### src/sv/lrusr_pkg.sv
// Shared types and constants for the LRU set replacement unit.
package lrusr_pkg;

  localparam int unsigned ACC_TAG_W = 32;
  localparam int unsigned HIT_POS_W = 3;
  localparam int unsigned KIND_W    = 2;
  localparam int unsigned CNT_W     = 32;

  typedef logic [KIND_W-1:0] evict_kind_t;

  localparam evict_kind_t EVICT_NONE      = 2'd0;
  localparam evict_kind_t EVICT_SILENT    = 2'd1;
  localparam evict_kind_t EVICT_WRITEBACK = 2'd2;

  typedef enum logic [1:0] {
    ST_IDLE,
    ST_SEARCH,
    ST_COMMIT
  } state_t;

  typedef struct packed {
    logic load;
    logic search;
    logic commit;
  } ctrl_cmd_t;

  typedef struct packed {
    logic out_free;
  } ctrl_sts_t;

endpackage

### src/sv/lrusr_if.sv
// Valid/ready channel interfaces for access requests and access results.
interface lrusr_in_if;
  logic                            valid;
  logic                            ready;
  logic [lrusr_pkg::ACC_TAG_W-1:0] access_tag;
  logic                            operation;

  modport source (output valid, output access_tag, output operation, input ready);
  modport sink (input valid, input access_tag, input operation, output ready);
endinterface

interface lrusr_out_if;
  logic                            valid;
  logic                            ready;
  logic                            hit;
  logic [lrusr_pkg::HIT_POS_W-1:0] hit_position;
  logic [lrusr_pkg::KIND_W-1:0]    evict_kind;
  logic [lrusr_pkg::CNT_W-1:0]     hits_total;
  logic [lrusr_pkg::CNT_W-1:0]     misses_total;
  logic [lrusr_pkg::CNT_W-1:0]     writebacks_total;
  logic [lrusr_pkg::CNT_W-1:0]     silent_total;

  modport source (output valid, output hit, output hit_position, output evict_kind,
                  output hits_total, output misses_total, output writebacks_total,
                  output silent_total, input ready);
  modport sink (input valid, input hit, input hit_position, input evict_kind,
                input hits_total, input misses_total, input writebacks_total,
                input silent_total, output ready);
endinterface

### src/sv/lru_set_replacement_unit.sv
// Top level of the true-LRU replacement unit for one cache set.
//
// The in_chan channel carries one access word: a tag and a read/write flag.
// The out_chan channel returns one result word per access: hit flag, recency
// position of the hit, eviction kind and the four running counters.
// Both channels use valid/ready; a word moves when both are high.
// An access passes through the accept step, in which it is captured, the
// parallel tag compare over all WAYS entries, and the commit step, which
// shifts the recency order, updates the counters and loads the result
// register, from which its result word is presented.
// The next access is accepted in the cycle after the previous one commits,
// so a new access is not taken before the last one has committed.
// The result register lets a new access be accepted and searched while the
// previous result waits; if out_chan stalls, the commit step holds until
// the result register frees, and the set state does not change meanwhile.
// Synchronous reset (rst_n low) empties the set, clears all counters and
// drops out_chan.valid; no clearing pass is needed.
module lru_set_replacement_unit #(
  parameter int unsigned WAYS     = 8,
  parameter int unsigned TAG_BITS = 32
) (
  input  logic        clk,
  input  logic        rst_n,
  lrusr_in_if.sink    in_chan,
  lrusr_out_if.source out_chan
);
  import lrusr_pkg::*;

  ctrl_cmd_t cmd;
  ctrl_sts_t sts;

  lrusr_ctrl u_ctrl (
    .clk      (clk),
    .rst_n    (rst_n),
    .in_valid (in_chan.valid),
    .in_ready (in_chan.ready),
    .sts      (sts),
    .cmd      (cmd)
  );

  lrusr_dp #(
    .WAYS     (WAYS),
    .TAG_BITS (TAG_BITS)
  ) u_dp (
    .clk                  (clk),
    .rst_n                (rst_n),
    .cmd                  (cmd),
    .sts                  (sts),
    .in_access_tag        (in_chan.access_tag),
    .in_operation         (in_chan.operation),
    .out_valid            (out_chan.valid),
    .out_ready            (out_chan.ready),
    .out_hit              (out_chan.hit),
    .out_hit_position     (out_chan.hit_position),
    .out_evict_kind       (out_chan.evict_kind),
    .out_hits_total       (out_chan.hits_total),
    .out_misses_total     (out_chan.misses_total),
    .out_writebacks_total (out_chan.writebacks_total),
    .out_silent_total     (out_chan.silent_total)
  );

endmodule

### src/sv/lrusr_ctrl.sv
// Sequencing state machine for the LRU set replacement unit.
module lrusr_ctrl (
  input  logic                 clk,
  input  logic                 rst_n,
  input  logic                 in_valid,
  output logic                 in_ready,
  input  lrusr_pkg::ctrl_sts_t sts,
  output lrusr_pkg::ctrl_cmd_t cmd
);
  import lrusr_pkg::*;

  state_t state_r;
  state_t state_nxt;

  always_ff @(posedge clk) begin
    if (!rst_n) begin
      state_r <= ST_IDLE;
    end else begin
      state_r <= state_nxt;
    end
  end

  always_comb begin
    state_nxt = state_r;
    unique case (state_r)
      ST_IDLE: begin
        if (in_valid) begin
          state_nxt = ST_SEARCH;
        end
      end
      ST_SEARCH: begin
        state_nxt = ST_COMMIT;
      end
      ST_COMMIT: begin
        if (sts.out_free) begin
          state_nxt = ST_IDLE;
        end
      end
      default: begin
        state_nxt = ST_IDLE;
      end
    endcase
  end

  always_comb begin
    in_ready   = 1'b0;
    cmd.load   = 1'b0;
    cmd.search = 1'b0;
    cmd.commit = 1'b0;
    unique case (state_r)
      ST_IDLE: begin
        in_ready = 1'b1;
        cmd.load = in_valid;
      end
      ST_SEARCH: begin
        cmd.search = 1'b1;
      end
      ST_COMMIT: begin
        cmd.commit = sts.out_free;
      end
      default: begin
        in_ready = 1'b0;
      end
    endcase
  end

  a_load_to_search: assert property (@(posedge clk) disable iff (!rst_n)
    cmd.load |=> state_r == ST_SEARCH)
    else $error("accepted word did not start a search");

  a_search_to_commit: assert property (@(posedge clk) disable iff (!rst_n)
    cmd.search |=> state_r == ST_COMMIT)
    else $error("search was not followed by commit");

  a_commit_to_idle: assert property (@(posedge clk) disable iff (!rst_n)
    cmd.commit |=> state_r == ST_IDLE && in_ready)
    else $error("commit did not return to idle");

endmodule

### src/sv/lrusr_dp.sv
// Tag store, recency shifter, counters and result register of the LRU unit.
module lrusr_dp #(
  parameter int unsigned WAYS     = 8,
  parameter int unsigned TAG_BITS = 32
) (
  input  logic                              clk,
  input  logic                              rst_n,
  input  lrusr_pkg::ctrl_cmd_t              cmd,
  output lrusr_pkg::ctrl_sts_t              sts,
  input  logic [lrusr_pkg::ACC_TAG_W-1:0]   in_access_tag,
  input  logic                              in_operation,
  output logic                              out_valid,
  input  logic                              out_ready,
  output logic                              out_hit,
  output logic [lrusr_pkg::HIT_POS_W-1:0]   out_hit_position,
  output logic [lrusr_pkg::KIND_W-1:0]      out_evict_kind,
  output logic [lrusr_pkg::CNT_W-1:0]       out_hits_total,
  output logic [lrusr_pkg::CNT_W-1:0]       out_misses_total,
  output logic [lrusr_pkg::CNT_W-1:0]       out_writebacks_total,
  output logic [lrusr_pkg::CNT_W-1:0]       out_silent_total
);
  import lrusr_pkg::*;

  localparam int unsigned POS_W = $clog2(WAYS);

  logic [TAG_BITS-1:0] entry_tag_r [WAYS];
  logic [WAYS-1:0]     entry_valid_r;
  logic [WAYS-1:0]     entry_dirty_r;

  logic [CNT_W-1:0] hit_cnt_r;
  logic [CNT_W-1:0] miss_cnt_r;
  logic [CNT_W-1:0] wb_cnt_r;
  logic [CNT_W-1:0] silent_cnt_r;

  logic [TAG_BITS-1:0] req_tag_r;
  logic                req_wr_r;

  logic              found_r;
  logic [POS_W-1:0]  shpos_r;
  evict_kind_t       kind_r;
  logic              new_dirty_r;

  logic              found_nxt;
  logic [POS_W-1:0]  hit_idx;
  logic [POS_W-1:0]  empty_idx;
  logic              full;
  logic [POS_W-1:0]  shpos_nxt;
  evict_kind_t       kind_nxt;
  logic              new_dirty_nxt;

  logic [CNT_W-1:0]  hit_cnt_nxt;
  logic [CNT_W-1:0]  miss_cnt_nxt;
  logic [CNT_W-1:0]  wb_cnt_nxt;
  logic [CNT_W-1:0]  silent_cnt_nxt;
  logic [POS_W+HIT_POS_W-1:0] hpos_wide;

  logic out_valid_r;

  assign sts.out_free = !out_valid_r || out_ready;
  assign out_valid    = out_valid_r;

  always_ff @(posedge clk) begin
    if (cmd.load) begin
      req_tag_r <= TAG_BITS'(in_access_tag);
      req_wr_r  <= in_operation;
    end
  end

  always_comb begin
    found_nxt = 1'b0;
    hit_idx   = '0;
    empty_idx = '0;
    full      = &entry_valid_r;
    for (int i = WAYS - 1; i >= 0; i--) begin
      if (entry_valid_r[i] && entry_tag_r[i] == req_tag_r) begin
        found_nxt = 1'b1;
        hit_idx   = POS_W'(i);
      end
      if (!entry_valid_r[i]) begin
        empty_idx = POS_W'(i);
      end
    end
    kind_nxt      = EVICT_NONE;
    new_dirty_nxt = req_wr_r;
    if (found_nxt) begin
      shpos_nxt     = hit_idx;
      new_dirty_nxt = entry_dirty_r[hit_idx] | req_wr_r;
    end else if (!full) begin
      shpos_nxt = empty_idx;
    end else begin
      shpos_nxt = POS_W'(WAYS - 1);
      kind_nxt  = entry_dirty_r[WAYS-1] ? EVICT_WRITEBACK : EVICT_SILENT;
    end
  end

  always_ff @(posedge clk) begin
    if (cmd.search) begin
      found_r     <= found_nxt;
      shpos_r     <= shpos_nxt;
      kind_r      <= kind_nxt;
      new_dirty_r <= new_dirty_nxt;
    end
  end

  always_comb begin
    hit_cnt_nxt    = hit_cnt_r + CNT_W'(found_r);
    miss_cnt_nxt   = miss_cnt_r + CNT_W'(!found_r);
    wb_cnt_nxt     = wb_cnt_r + CNT_W'(kind_r == EVICT_WRITEBACK);
    silent_cnt_nxt = silent_cnt_r + CNT_W'(kind_r == EVICT_SILENT);
    hpos_wide      = {{HIT_POS_W{1'b0}}, shpos_r};
  end

  always_ff @(posedge clk) begin
    if (!rst_n) begin
      entry_valid_r <= '0;
      hit_cnt_r     <= '0;
      miss_cnt_r    <= '0;
      wb_cnt_r      <= '0;
      silent_cnt_r  <= '0;
    end else if (cmd.commit) begin
      for (int i = 1; i < WAYS; i++) begin
        if (POS_W'(i) <= shpos_r) begin
          entry_valid_r[i] <= entry_valid_r[i-1];
        end
      end
      entry_valid_r[0] <= 1'b1;
      hit_cnt_r        <= hit_cnt_nxt;
      miss_cnt_r       <= miss_cnt_nxt;
      wb_cnt_r         <= wb_cnt_nxt;
      silent_cnt_r     <= silent_cnt_nxt;
    end
  end

  always_ff @(posedge clk) begin
    if (cmd.commit) begin
      for (int i = 1; i < WAYS; i++) begin
        if (POS_W'(i) <= shpos_r) begin
          entry_tag_r[i]   <= entry_tag_r[i-1];
          entry_dirty_r[i] <= entry_dirty_r[i-1];
        end
      end
      entry_tag_r[0]   <= req_tag_r;
      entry_dirty_r[0] <= new_dirty_r;
    end
  end

  always_ff @(posedge clk) begin
    if (!rst_n) begin
      out_valid_r <= 1'b0;
    end else if (cmd.commit) begin
      out_valid_r <= 1'b1;
    end else if (out_ready) begin
      out_valid_r <= 1'b0;
    end
  end

  always_ff @(posedge clk) begin
    if (cmd.commit) begin
      out_hit              <= found_r;
      out_hit_position     <= found_r ? hpos_wide[HIT_POS_W-1:0] : '0;
      out_evict_kind       <= kind_r;
      out_hits_total       <= hit_cnt_nxt;
      out_misses_total     <= miss_cnt_nxt;
      out_writebacks_total <= wb_cnt_nxt;
      out_silent_total     <= silent_cnt_nxt;
    end
  end

  a_commit_fills_output: assert property (@(posedge clk) disable iff (!rst_n)
    cmd.commit |=> out_valid_r)
    else $error("committed result word was not presented");

  a_front_valid_after_commit: assert property (@(posedge clk) disable iff (!rst_n)
    cmd.commit |=> entry_valid_r[0])
    else $error("front entry invalid after an access");

endmodule

### src/flat_wrapper.sv
// flat-port wrapper written by rule: the top's interface ports become plain ports
module lru_set_replacement_unit_flat import lrusr_pkg::*;
#(
  parameter int unsigned WAYS     = 8,
  parameter int unsigned TAG_BITS = 32
)
  (clk, rst_n, in_chan_valid, in_chan_access_tag, in_chan_operation, in_chan_ready, out_chan_valid, out_chan_hit, out_chan_hit_position, out_chan_evict_kind, out_chan_hits_total, out_chan_misses_total, out_chan_writebacks_total, out_chan_silent_total, out_chan_ready);
  lrusr_in_if in_chan_i ();
  lrusr_out_if out_chan_i ();
  input  logic clk;
  input  logic rst_n;
  input wire logic [$bits(in_chan_i.valid)-1:0] in_chan_valid;
  input wire logic [$bits(in_chan_i.access_tag)-1:0] in_chan_access_tag;
  input wire logic [$bits(in_chan_i.operation)-1:0] in_chan_operation;
  output wire logic [$bits(in_chan_i.ready)-1:0] in_chan_ready;
  output wire logic [$bits(out_chan_i.valid)-1:0] out_chan_valid;
  output wire logic [$bits(out_chan_i.hit)-1:0] out_chan_hit;
  output wire logic [$bits(out_chan_i.hit_position)-1:0] out_chan_hit_position;
  output wire logic [$bits(out_chan_i.evict_kind)-1:0] out_chan_evict_kind;
  output wire logic [$bits(out_chan_i.hits_total)-1:0] out_chan_hits_total;
  output wire logic [$bits(out_chan_i.misses_total)-1:0] out_chan_misses_total;
  output wire logic [$bits(out_chan_i.writebacks_total)-1:0] out_chan_writebacks_total;
  output wire logic [$bits(out_chan_i.silent_total)-1:0] out_chan_silent_total;
  input wire logic [$bits(out_chan_i.ready)-1:0] out_chan_ready;
  assign in_chan_i.valid = in_chan_valid;
  assign in_chan_i.access_tag = in_chan_access_tag;
  assign in_chan_i.operation = in_chan_operation;
  assign in_chan_ready = in_chan_i.ready;
  assign out_chan_valid = out_chan_i.valid;
  assign out_chan_hit = out_chan_i.hit;
  assign out_chan_hit_position = out_chan_i.hit_position;
  assign out_chan_evict_kind = out_chan_i.evict_kind;
  assign out_chan_hits_total = out_chan_i.hits_total;
  assign out_chan_misses_total = out_chan_i.misses_total;
  assign out_chan_writebacks_total = out_chan_i.writebacks_total;
  assign out_chan_silent_total = out_chan_i.silent_total;
  assign out_chan_i.ready = out_chan_ready;
  lru_set_replacement_unit #(.WAYS(WAYS), .TAG_BITS(TAG_BITS)) u_core (.clk(clk), .rst_n(rst_n), .in_chan(in_chan_i), .out_chan(out_chan_i));
endmodule
### config.mk
export PLATFORM = sky130hd
export DESIGN_NAME = lru_set_replacement_unit_flat
export DESIGN_NICKNAME = d
export VERILOG_FILES = /design/src/sv/lrusr_pkg.sv /design/src/sv/lrusr_if.sv /design/src/sv/lru_set_replacement_unit.sv /design/src/sv/lrusr_ctrl.sv /design/src/sv/lrusr_dp.sv /design/src/flat_wrapper.sv
export SDC_FILE = /design/constraint.sdc
export NUM_CORES = 1
export LEC_CHECK = 0
export ABC_AREA = 1
export BUFFER_PORTS_ARGS = -buffer_cell sky130_fd_sc_hd__buf_2
export CAP_MARGIN = 25
export CORE_MARGIN = 1
export CORE_UTILIZATION = 25
export CTS_CLUSTER_SIZE = 30
export DETAILED_ROUTE_END_ITERATION = 8
export GPL_TIMING_DRIVEN = 1
export MAX_ROUTING_LAYER = met4
export SYNTH_ARGS = -nofsm -noshare
export SYNTH_HDL_FRONTEND = slang
export SYNTH_HIERARCHICAL = 1
export SYNTH_SLANG_ARGS = --single-unit
### constraint.sdc
create_clock -name clk -period 30.5 [get_ports clk]
set_input_delay 9.15 -clock clk [delete_from_list [all_inputs] [get_ports clk]]
set_output_delay 9.15 -clock clk [all_outputs]
set_load 0.05 [all_outputs]
## Yosys cells after proc, flatten, opt, wreduce, memory -nomap -nowiden

Memory sizes are Yosys's and may differ from the RTL's.
Cells that the tools add are included.

| storage, ports and cells | value |
|---|---|
| memory bits (read-only) | 0 |
| bits in registers | 321 |
| RAM bits | 256 |
| bits of input ports | 37 |
| memories | 1 |
| bits in latches | 0 |
| logic and storage cells | 149 |

| operators by class | value |
|---|---|
| bitwise logic cells | 2 |
| multipliers | 0 |
| add/sub/neg operators | 4 |
| order comparisons | 8 |
| divide/modulo/power cells | 0 |
| equality and inequality tests | 14 |
| shift operators | 0 |
| mux-type cells | 62 |
| reductions and logical operators | 23 |

Memories:

| memory | depth | width | rd ports | clocked after Yosys merged registers in | wr ports | line | source |
|---|---|---|---|---|---|---|---|
| u_core.u_dp.entry_tag_r | 8 | 32 | 8 | 0 | 8 | lrusr_dp.sv:26 | `logic [TAG_BITS-1:0] entry_tag_r [WAYS];` |

Operators with widths:

| kind | number |
|---|---|
| 32-bit == test | 8 |
| 32-bit by 1-bit adder with 32-bit output | 4 |
| 3-bit two-way mux | 18 |
| 1-bit two-way mux | 39 |
| 2-bit AND reduction | 8 |
| 3-bit <= comparator (first input constant) | 4 |
| 1-bit logical AND | 8 |
| 8-bit AND reduction | 1 |
| 2-bit by 3-bit <= comparator with 1-bit output (first input constant) | 2 |
| 2-bit two-way mux | 3 |
| 2-bit one-hot mux with 3 select lines | 1 |
| 2-bit by 1-bit == test with 1-bit output (second input constant) | 2 |
| 2-bit == test (second input constant) | 2 |
| 3-bit by 4-bit < comparator with 1-bit output (second input constant) | 1 |
| 2-bit != test (second input constant) | 2 |
| 1-bit binary-select mux with 3-bit select | 1 |
| 1-bit by 3-bit <= comparator with 1-bit output (first input constant) | 1 |
| 1-bit logical NOT | 2 |
| 2-bit logical NOT | 1 |
| 2-bit nonzero test | 1 |
| 2-bit OR reduction | 1 |
| 1-bit logical OR | 1 |
| 1-bit NOT | 1 |
| 1-bit bitwise OR | 1 |

## Logic depth before layout (Yosys ltp)

Gate-level depths: netlist (run 1).
An unclocked memory read counts as a cell.

| logic depth | value |
|---|---|
| depth in word-level cells | 15 |
| depth in mapped cells | 22 |
| depth with buffers taken out | 21 |

## Hierarchy

Netlist (run 1), hierarchy kept.

By module, submodules not included:

| module | sequential area each (um^2) | area an instance (um^2) | cells each | instances |
|---|---|---|---|---|
| lrusr_dp | 15,895.2 | 25,107.8 | 2,406 | 1 |
| lrusr_ctrl | 40.0 | 113.9 | 17 | 1 |

## Worst setup path before layout (run 1)

Ideal clock, no wire load.

| timing path | value |
|---|---|
| path type | input to register |
| start point | input out_chan_ready |
| end point | memory u_core.u_dp.entry_tag_r[7][4], in the netlist u_core/u_dp/entry_tag_r[1][100], enable pin |
| slack | 3.690 ns |
| stages | 8 |
| path buffers | 0 |
| data arrival time | 26.388 ns |
| data required time | 30.079 ns |
| cells stage by stage | inv_1 nand2_1 inv_1 nor3_1 nand2_1 nor2_1 inv_1 nor2_1 |

RTL lines:

| what | line | source |
|---|---|---|
| from (decl) | flat_wrapper.sv:24 | `input wire logic [$bits(out_chan_i.ready)-1:0] out_chan_ready;` |
| to (decl) | lrusr_dp.sv:26 |  |

==> impl_metrics.csv, run 1 <==
group,metric,value,unit
run_status,outcome,"complete, no violations",
logic_synthesis,ys_seq_area_share,63.2,%
layout,synthToLayoutAreaGrowth,17.1,%
clocking,cts-buffers-inserted,57,
routing,drtIter0Drc,1324,
sta,fin_crit,11.63,ns
critical_path,crit_path_start_kind,"input port",
worst_hold_path,min_path_type,"flop to flop",
logic_synthesis,yosysTopAreaCell,"edfxtp_1",
logic_synthesis,yosys_register_bits,577,
logic_synthesis,async_flop_share,0,%
logic_synthesis,avgSynthCellArea,10.4,µm²
logic_synthesis,syn_area,25200,µm²
routing,routed_via_density,4.35,
critical_path,critPathCaptureType,"flop",
clocking,clk_path_buf_depth,3,
logic_synthesis,yosysWarnings,6,
sta,hold_viol_final,0,
sta,final.setup.tns,0,ns
sta,max_freq,86.0,MHz
power_and_ir_drop,p_leak,11.7,nW
critical_path,criticalPathCategory,"input port to flop",
sta,setup_viol,0,
sta,fin_crit_sh,38.1,%
critical_path,cp_slowest_cell,"buf_4",
clocking,clk-insertion-delay-late,0.63,ns
routing,ant_nets,0,
power_and_ir_drop,vdd_drop_max,0.0489,mV
logic_synthesis,synth_edf_count,438,
flow_run,cap_violations,0,
layout,final_nets,2643,
routing,drt-total-wl,66200,µm
logic_synthesis,synth_area_leaders,"edfxtp_1 (52%), dfxtp_1 (11%), nand2_1 (5.7%)",
critical_path,critPathMaxFanout,151,
clocking,clock-sinks,577,
layout,drive_above_1_share,13.9,%
clocking,cts_resized,0,
place,port_buffers,172,
logic_synthesis,netlist_top_cells_count,"edfxtp_1 (438), nand2_1 (381), inv_1 (379), nor2_1 (205), o21ai_0 (179)",
routing,dr.pass1.iters,5,
layout,multi_input_comb_area,7540,µm²
logic_synthesis,syn_nets,2468,
sta,hold_slack,0.449,ns
critical_path,cp_cell_sequence,"buf_2, inv_1, nand2_1, inv_1, nor3_2, buf_12, inv_6, buf_4, buf_4, a21oi_1, o21ai_1, inv_1",
floorplan,die_y,320,µm
clocking,cts_setup_buffers,0,
global_route,grt_use_total,13.0,%
layout,ff_latch_area,15900,µm²
floorplan,dieArea,102000,µm²
global_route,first_global_vias,16400,
clocking,clkSlewWorstSetupHoldPaths,0.06,ns
routing,wl_per_cell,16.8,µm
floorplan,std_cell_rows,116,
critical_path,required,31.00,ns
sta,fin_skew,0.0214,ns
floorplan,initial_core_util,25.2,%
place,hpwlAfterDp,48200,µm
sta,tightest_slew,0.996,ns
clocking,cts_hold_buf,0,
clocking,root_buffer,"clkbuf_16",
logic_synthesis,yosysMostFrequentCell,"edfxtp_1",
critical_path,cp.arrival,12.13,ns
logic_synthesis,synthFlopType,"edfxtp_1",
clocking,cts_tree,"done",
logic_synthesis,netlist_instances,2423,
routing,vias,17200,
sta,report.final.slew_viol_count,0,
logic_synthesis,synth_top_area_share,52.1,%
place,gp_congestion,0.933,
floorplan,core-area,100000,µm²
power_and_ir_drop,power_density,58.5,nW/µm²
global_route,grt_max_degree,152,
critical_path,max_stage_delay,0.76,ns
sta,rsz0062_at_grt,"false",
critical_path,path_common_cell,"inv_1",
floorplan,die_w,320,µm
sta,max_slew_margin,33.6,%
floorplan,io_pins,173,
routing,drc_errors,0,
layout,n_fill_cell,10200,
logic_synthesis,ys_types,51,
clocking,cts_max_level,2,
global_route,grt.overflow.total,0,
global_route,antenna_found_initial,5,
global_route,grt_pass1_wl,98400,µm
## layer usage
metal  up-vias  track usage (%)  wire, µm
met3       125             3.02      4910
met5         -                -         0
met2       454             21.4     31600
li1       8426                -         -
met4         0             4.47      1960
met1      8145             15.5     27800
## worst paths after layout
path,from,to,slack (ns),depth (start not counted)
worst max-delay path,out_chan_ready,u_core/u_dp/wb_cnt_r[26],18.87,12
worst min-delay path,u_core/u_dp/entry_tag_r[1][67],u_core/u_dp/entry_tag_r[1][99],0.45,0
worst max register to register,u_core/u_dp/req_tag_r[10],u_core/u_dp/new_dirty_r,26.98,15
worst min register to register,u_core/u_dp/entry_tag_r[1][67],u_core/u_dp/entry_tag_r[1][99],0.45,0
## power by group
part	switching [mW]	internal (mW)
sequential	0.0246	0.867
clock	0.306	0.425
combinational	0.0771	0.0289
## layout by cell type, fill, tap and decap left out, types with 16 or more instances in the layout
master     netlist  layout
buf_2           19     172
o21ai_0        179     178
nor3_1          35      34
nor4_1          25      25
dfxtp_1        139     139
nand2_1        381     381
clkbuf_1        42      19
inv_1          379     378
xor2_1         136     136
edfxtp_1       438     438
xnor2_1         40      40
clkbuf_16        0      57
nand3_1         61      61
o22ai_1         29      29
nor2_4          14      16
nor2_1         205     202
nor2_2          16      17
nand4_1         38      38
a21oi_1        111     111
## state kept, by name (all words and copies together) (netlist names), 8 cells and up
| name | count |
|---|---|
| u_core/u_dp/miss_cnt_r | 32 |
| u_core/u_dp/wb_cnt_r | 32 |
| u_core/u_dp/entry_dirty_r | 8 |
| u_core/u_dp/entry_tag_r | 256 |
| u_core/u_dp/hit_cnt_r | 32 |
| u_core/u_dp/out_writebacks_total | 32 |
| u_core/u_dp/req_tag_r | 32 |
| u_core/u_dp/entry_valid_r | 8 |
| u_core/u_dp/out_hits_total | 32 |
| u_core/u_dp/out_misses_total | 32 |
| u_core/u_dp/out_silent_total | 32 |
| u_core/u_dp/silent_cnt_r | 32 |
## worst max-delay path: cells and delay by family
| family | cells | cell delay, ns |
|---|---|---|
| AO/OA/AOI/OAI | 2 | 0.25 |
| buffers and inverters | 8 | 2.39 |
| AND/OR/NAND/NOR | 2 | 0.19 |
## logic make-up (layout without fill, tap and decap cells)
family	count (synthesis)	after routing	synth area share, %
XOR/XNOR	177	177	6.18
AND/OR/NAND/NOR	836	836	15.3
other	0	4	0
adder cells (fa/ha/maj)	8	8	0.397
buffers and inverters	460	681	7.09
flip-flops	577	577	63.2
AO/OA/AOI/OAI	365	365	7.80
## cell type report
type	instances	area share, %
diodes	4	0.0339
clock buffers	81	5.30
clock inverters	24	1.15
inverters	390	4.98
multi-input cells	1386	25.5
flip-flops and latches	577	53.9
well taps	1298	5.50
repair buffers	186	3.55
## through the flow
step | power [mW] | setup slack (ns) | cells | util, % | cell area (µm²)
5_1_grt | 1.79 | 18.57 | 3946 | 29.5 | 29500
3_5_place_dp | 1.01 | 18.16 | 3834 | 27.6 | 27600
2_1_floorplan | 0.976 | 3.69 | 2423 | - | 25200
3_3_place_gp | 1.01 | 18.21 | 3832 | 27.5 | 27500
6_report | 1.73 | 18.87 | 3946 | 29.5 | 29500
4_1_cts | 1.74 | 18.85 | 3939 | 29.5 | 29500
Power figures use the tool's default switching activity.
==> inputs of run 2 (changes only) <==
Clock period 30.5 ns to 10.7 ns, I/O delays scaled along.
==> run 2 against run 1 <==
Net effect:
- via count down 0.42%
- sequential power grew to 2.9 times the previous value
- hold slack worse by 0.010 ns
- combinational power rose to 2.9 times the previous value
- final cell count barely moved
- clock skew shrank 0.0011 ns
- utilization unchanged
- power grew to 2.8 times the previous value
- die area unchanged
- routed wire length down 0.60%
- critical path type unchanged
- critical endpoint is now u_core/u_dp/entry_tag_r[1][106]
==> impl_metrics.csv, run 2 (synthesized netlist as in run 1, its figures left out) <==
group,metric,value,unit
run_status,outcome,"complete, no violations",
layout,synthToLayoutAreaGrowth,17.1,%
clocking,cts-buffers-inserted,57,
power_and_ir_drop,vdd_drop_max,0.133,mV
power_and_ir_drop,power_density,166,nW/µm²
clocking,root_buffer,"clkbuf_16",
routing,dr.pass1.iters,5,
sta,rsz0062_at_grt,"false",
floorplan,io_pins,173,
global_route,antenna_found_initial,0,
sta,fin_skew,0.0203,ns
clocking,clock-sinks,577,
floorplan,initial_core_util,25.2,%
place,dp_cells,3840,
place,port_buffers,172,
layout,layoutNonFillerInstCount,3948,
global_route,grt_max_degree,163,
clocking,cts_tree,"done",
clocking,clk_path_buf_depth,3,
sta,setup_viol,0,
power_and_ir_drop,p_leak,11.7,nW
clocking,cts_resized,0,
worst_hold_path,min_path_type,"flop to flop",
flow_run,cap_violations,0,
clocking,cts_setup_buffers,0,
critical_path,crit_path_start_kind,"input port",
layout,mostFrequentLayoutCells,"edfxtp_1 (438), nand2_1 (381), inv_1 (378)",
critical_path,required,10.97,ns
sta,tightest_slew,1.01,ns
sta,max_slew_margin,32.9,%
floorplan,dieArea,102000,µm²
clocking,clkSlewWorstSetupHoldPaths,0.06,ns
critical_path,cp_cell_sequence,"buf_2, inv_1, nand2_1, inv_1, nor3_4, buf_4, nand2_1, nor2_4, inv_1, nor2_2, buf_4",
critical_path,criticalPathCategory,"input port to flop",
critical_path,cp.arrival,6.12,ns
global_route,grt_pass1_wl,99300,µm
global_route,grt_use_total,13.0,%
critical_path,path_common_cell,"inv_1",
sta,max_freq,171,MHz
layout,antenna_cells,0,
layout,top_register,"u_core/u_dp/entry_tag_r",
routing,routed_via_density,4.33,
floorplan,std_cell_rows,116,
global_route,grt.overflow.total,0,
sta,hold_viol_final,0,
routing,drc_errors,0,
layout,drive_above_1_share,14.2,%
clocking,cts_max_level,2,
routing,vias,17100,
routing,ant_nets,0,
clocking,clk-insertion-delay-late,0.63,ns
critical_path,cp_slowest_cell,"nor2_4",
place,hpwlAfterDp,47500,µm
layout,final_nets,2648,
global_route,first_global_vias,16700,
routing,drt-total-wl,65800,µm
routing,drtIter0Drc,1313,
sta,final.setup.tns,0,ns
critical_path,critPathCaptureType,"flop",
sta,fin_crit,5.84,ns
critical_path,critPathMaxFanout,47,
routing,wl_per_cell,16.7,µm
floorplan,die_y,320,µm
floorplan,core-area,100000,µm²
clocking,cts_hold_buf,0,
floorplan,die_w,320,µm
layout,final_common_cell,"edfxtp_1",
layout,largest_reg_flops,256,
sta,fin_crit_sh,54.6,%
sta,report.final.slew_viol_count,0,
critical_path,max_stage_delay,0.80,ns
place,gp_congestion,0.880,
[run 2: cell types whose count changed in the layout (fill, tap and decap cells not counted), sizes merged]
cell      before  now
inv          389  386
bufinv         8    6
clkbuf        81   78
buf          186  191
clkinvlp       0    1
clkinv        17   25
diode          4    0
[run 2: report_power, final]
group          internal [mW]  switching, mW
Sequential              2.47         0.0664
Combinational         0.0841          0.225
Clock                   1.17          0.875
[run 2: layout make-up]
class,count,area [µm²]
clock buffers,78,1570
clock inverters,28,327
fillers,10200,70500
inverters,390,1470
multi-input cells,1386,7550
flip-flops and latches,577,15900
well taps,1298,1620
repair buffers,191,1070
[run 2: worst max-delay path, delay by kind of cell]
family | cells | cell delay, ns
buffers and inverters | 6 | 1.29
and+or+nand+nor | 5 | 1.53
[run 2: path summary, 6_finish.rpt]
check	start	endpoint	slack (ns)	cells past startpoint
min	u_core/u_dp/new_dirty_r	u_core/u_dp/entry_dirty_r[0]	0.44	0
min reg2reg	u_core/u_dp/new_dirty_r	u_core/u_dp/entry_dirty_r[0]	0.44	0
max	out_chan_ready	u_core/u_dp/entry_tag_r[1][106]	4.86	11
max reg2reg	u_core/u_dp/out_valid	u_core/u_dp/entry_tag_r[1][106]	7.23	9
[run 2: layer usage]
| layer | vias to the layer above | wire, µm | GRT usage (%) |
|---|---|---|---|
| met4 | 0 | 2600 | 5.61 |
| li1 | 8419 | - | - |
| met5 | - | 0 | - |
| met3 | 140 | 4410 | 2.79 |
| met1 | 8041 | 28500 | 16.0 |
| met2 | 478 | 30300 | 20.6 |
[run 2: per-stage QoR]
stage / hold slack [ns] / worst slack [ns] / instance area [µm²] / power (mW) / utilization, %
4_1_cts: 0.436 / 4.84 / 29500 / 4.95 / 29.5
2_1_floorplan: 0.400 / -0.161 / 25200 / 2.78 / -
5_1_grt: 0.451 / 4.53 / 29500 / 5.06 / 29.5
3_5_place_dp: 0.407 / 4.16 / 27600 / 2.89 / 27.6
3_3_place_gp: 0.405 / 4.06 / 27600 / 2.89 / 27.6
6_report: 0.438 / 4.86 / 29500 / 4.89 / 29.5
==> inputs of run 3 (changes only) <==
Clock period 10.7 ns to 4.7 ns, I/O delays scaled along.
==> run 3 against run 2 <==
Net effect:
- global-route usage grew 0.43 points
- first-iteration DRC count grew 21%
- register-to-register slack lost 5.9 ns
- clock skew shrank 0.0053 ns
- die area is the same
- sequential power grew 130%
- sequential share of layout area shrank 0.71 points
- cell area grew 1.3%
- final cell count grew 0.30%
- critical path type is now flop to flop
- largest cell class unchanged
==> impl_metrics.csv, run 3 (synthesized netlist as in run 1, its figures left out) <==
group,metric,value,unit
critical_path,crit_buf_inv,1,
clocking,root_buffer,"clkbuf_16",
critical_path,cp_slowest_cell,"edfxtp_1",
layout,synthToLayoutAreaGrowth,18.7,%
layout,final_area,29900,µm²
critical_path,required,5.06,ns
run_status,outcome,"complete, no violations",
clocking,clk-insertion-delay-late,0.62,ns
routing,dr.pass1.iters,6,
clocking,cts-buffers-inserted,56,
clocking,cts_tree,"done",
floorplan,std_cell_rows,116,
global_route,first_global_vias,16700,
routing,ant_nets,0,
routing,routed_via_density,4.38,
global_route,grt.overflow.total,0,
sta,hold_slack,0.448,ns
floorplan,dieArea,102000,µm²
critical_path,path_common_cell,"nand2_1",
floorplan,io_pins,173,
flow_run,cap_violations,0,
routing,wl_per_cell,17.1,µm
clocking,cts_hold_buf,0,
sta,rsz0062_at_grt,"false",
layout,final_nets,2650,
floorplan,die_w,320,µm
global_route,antenna_found_initial,8,
layout,top_register,"u_core/u_dp/entry_tag_r",
critical_path,cp.arrival,3.69,ns
place,hpwlAfterDp,49100,µm
clocking,clock-sinks,577,
layout,fin_util,29.9,%
floorplan,initial_core_util,25.2,%
clocking,clkSlewWorstSetupHoldPaths,0.07,ns
sta,tightest_slew,1.01,ns
global_route,grt_use_total,13.5,%
layout,n_fill_cell,10200,
clocking,cts_resized,0,
place,port_buffers,172,
sta,setup_viol,0,
layout,largest_reg_flops,256,
clocking,clk_path_buf_depth,3,
routing,drc_errors,0,
sta,max_slew_margin,32.9,%
place,place_area,27800,µm²
layout,mostFrequentLayoutCells,"edfxtp_1 (438), nand2_1 (379), inv_1 (373)",
sta,fin_crit_sh,70.9,%
critical_path,cp_cell_sequence,"inv_1, nand2_1, o21ai_0, a211oi_1, nand4_1, nor3_1, nand3_1, nand2_1, nand2_1, nand3_1, nand2_1, nand2_1, nand3_1",
layout,multi_input_comb_area,7690,µm²
sta,max_freq,300,MHz
sta,hold_viol_final,0,
layout,drive_above_1_share,16.2,%
critical_path,critPathMaxFanout,8,
critical_path,critPathCaptureType,"flop",
critical_path,max_stage_delay,0.82,ns
critical_path,criticalPathCategory,"flop to flop",
routing,vias,17400,
routing,drt-total-wl,67900,µm
sta,fin_skew,0.0151,ns
worst_hold_path,min_path_type,"flop to flop",
sta,fin_crit,3.33,ns
floorplan,die_y,320,µm
power_and_ir_drop,p_leak,11.8,nW
place,gp_congestion,0.933,
layout,final_common_cell,"edfxtp_1",
critical_path,cp_top_family,"simple AND/OR/NAND/NOR gates",
clocking,cts_max_level,2,
power_and_ir_drop,power_density,386,nW/µm²
routing,drtIter0Drc,1583,
sta,report.final.slew_viol_count,0,
critical_path,crit_path_start_kind,"flop",
power_and_ir_drop,vdd_drop_max,0.262,mV
layout,ff_latch_area,15900,µm²
clocking,cts_setup_buffers,0,
global_route,grt_max_degree,221,
floorplan,core-area,100000,µm²
global_route,grt_pass1_wl,102000,µm
==> run 3: changes by cell type in the layout (fill, tap and decap cells not counted), sizes merged <==
cell      change
buf           +3
bufinv        +5
clkbuf        -9
clkinv        -5
clkinvlp      +7
diode         +9
inv           +2
==> run 3: final timing paths <==
kind	start	to	slack, ns	cells after the start
max	u_core/u_dp/req_tag_r[12]	u_core/u_dp/new_dirty_r	1.37	13
min	u_core/u_dp/entry_tag_r[1][53]	u_core/u_dp/entry_tag_r[1][85]	0.45	0
max reg2reg	u_core/u_dp/req_tag_r[12]	u_core/u_dp/new_dirty_r	1.37	13
min reg2reg	u_core/u_dp/entry_tag_r[1][53]	u_core/u_dp/entry_tag_r[1][85]	0.45	0
==> run 3: per-stage QoR <==
stage          instances  setup WS [ns]   TNS, ns  total power, mW
6_report            3960           1.37         0             11.5
5_1_grt             3959           1.07         0             11.9
4_1_cts             3948           1.31         0             11.6
3_5_place_dp        3842          0.783         0             6.60
3_3_place_gp        3842          0.831         0             6.60
2_1_floorplan       2423          -3.84  -1341.77             6.34
==> run 3: layout make-up <==
| class | instances | area share, % |
|---|---|---|
| sequential | 577 | 53.2 |
| multi-input combinational | 1386 | 25.7 |
| tap | 1298 | 5.43 |
| clock buffer | 69 | 5.23 |
| inverter | 390 | 4.97 |
| timing repair buffer | 194 | 3.68 |
| clock inverter | 37 | 1.70 |
| antenna | 9 | 0.0752 |
==> run 3: metal layers <==
metal | vias to the layer above | global-route usage (%) | share of wire [%]
li1 | 8449 | - | -
met1 | 8272 | 16.7 | 42
met2 | 500 | 22.0 | 48
met3 | 134 | 2.34 | 6.5
met4 | 0 | 4.71 | 3.6
met5 | - | - | 0
==> run 3: power breakdown <==
part | total [mW] | switching [mW] | internal (mW)
Clock | 5.04 | 2.05 | 2.99
Combinational | 0.726 | 0.526 | 0.200
Sequential | 5.78 | 0.152 | 5.62
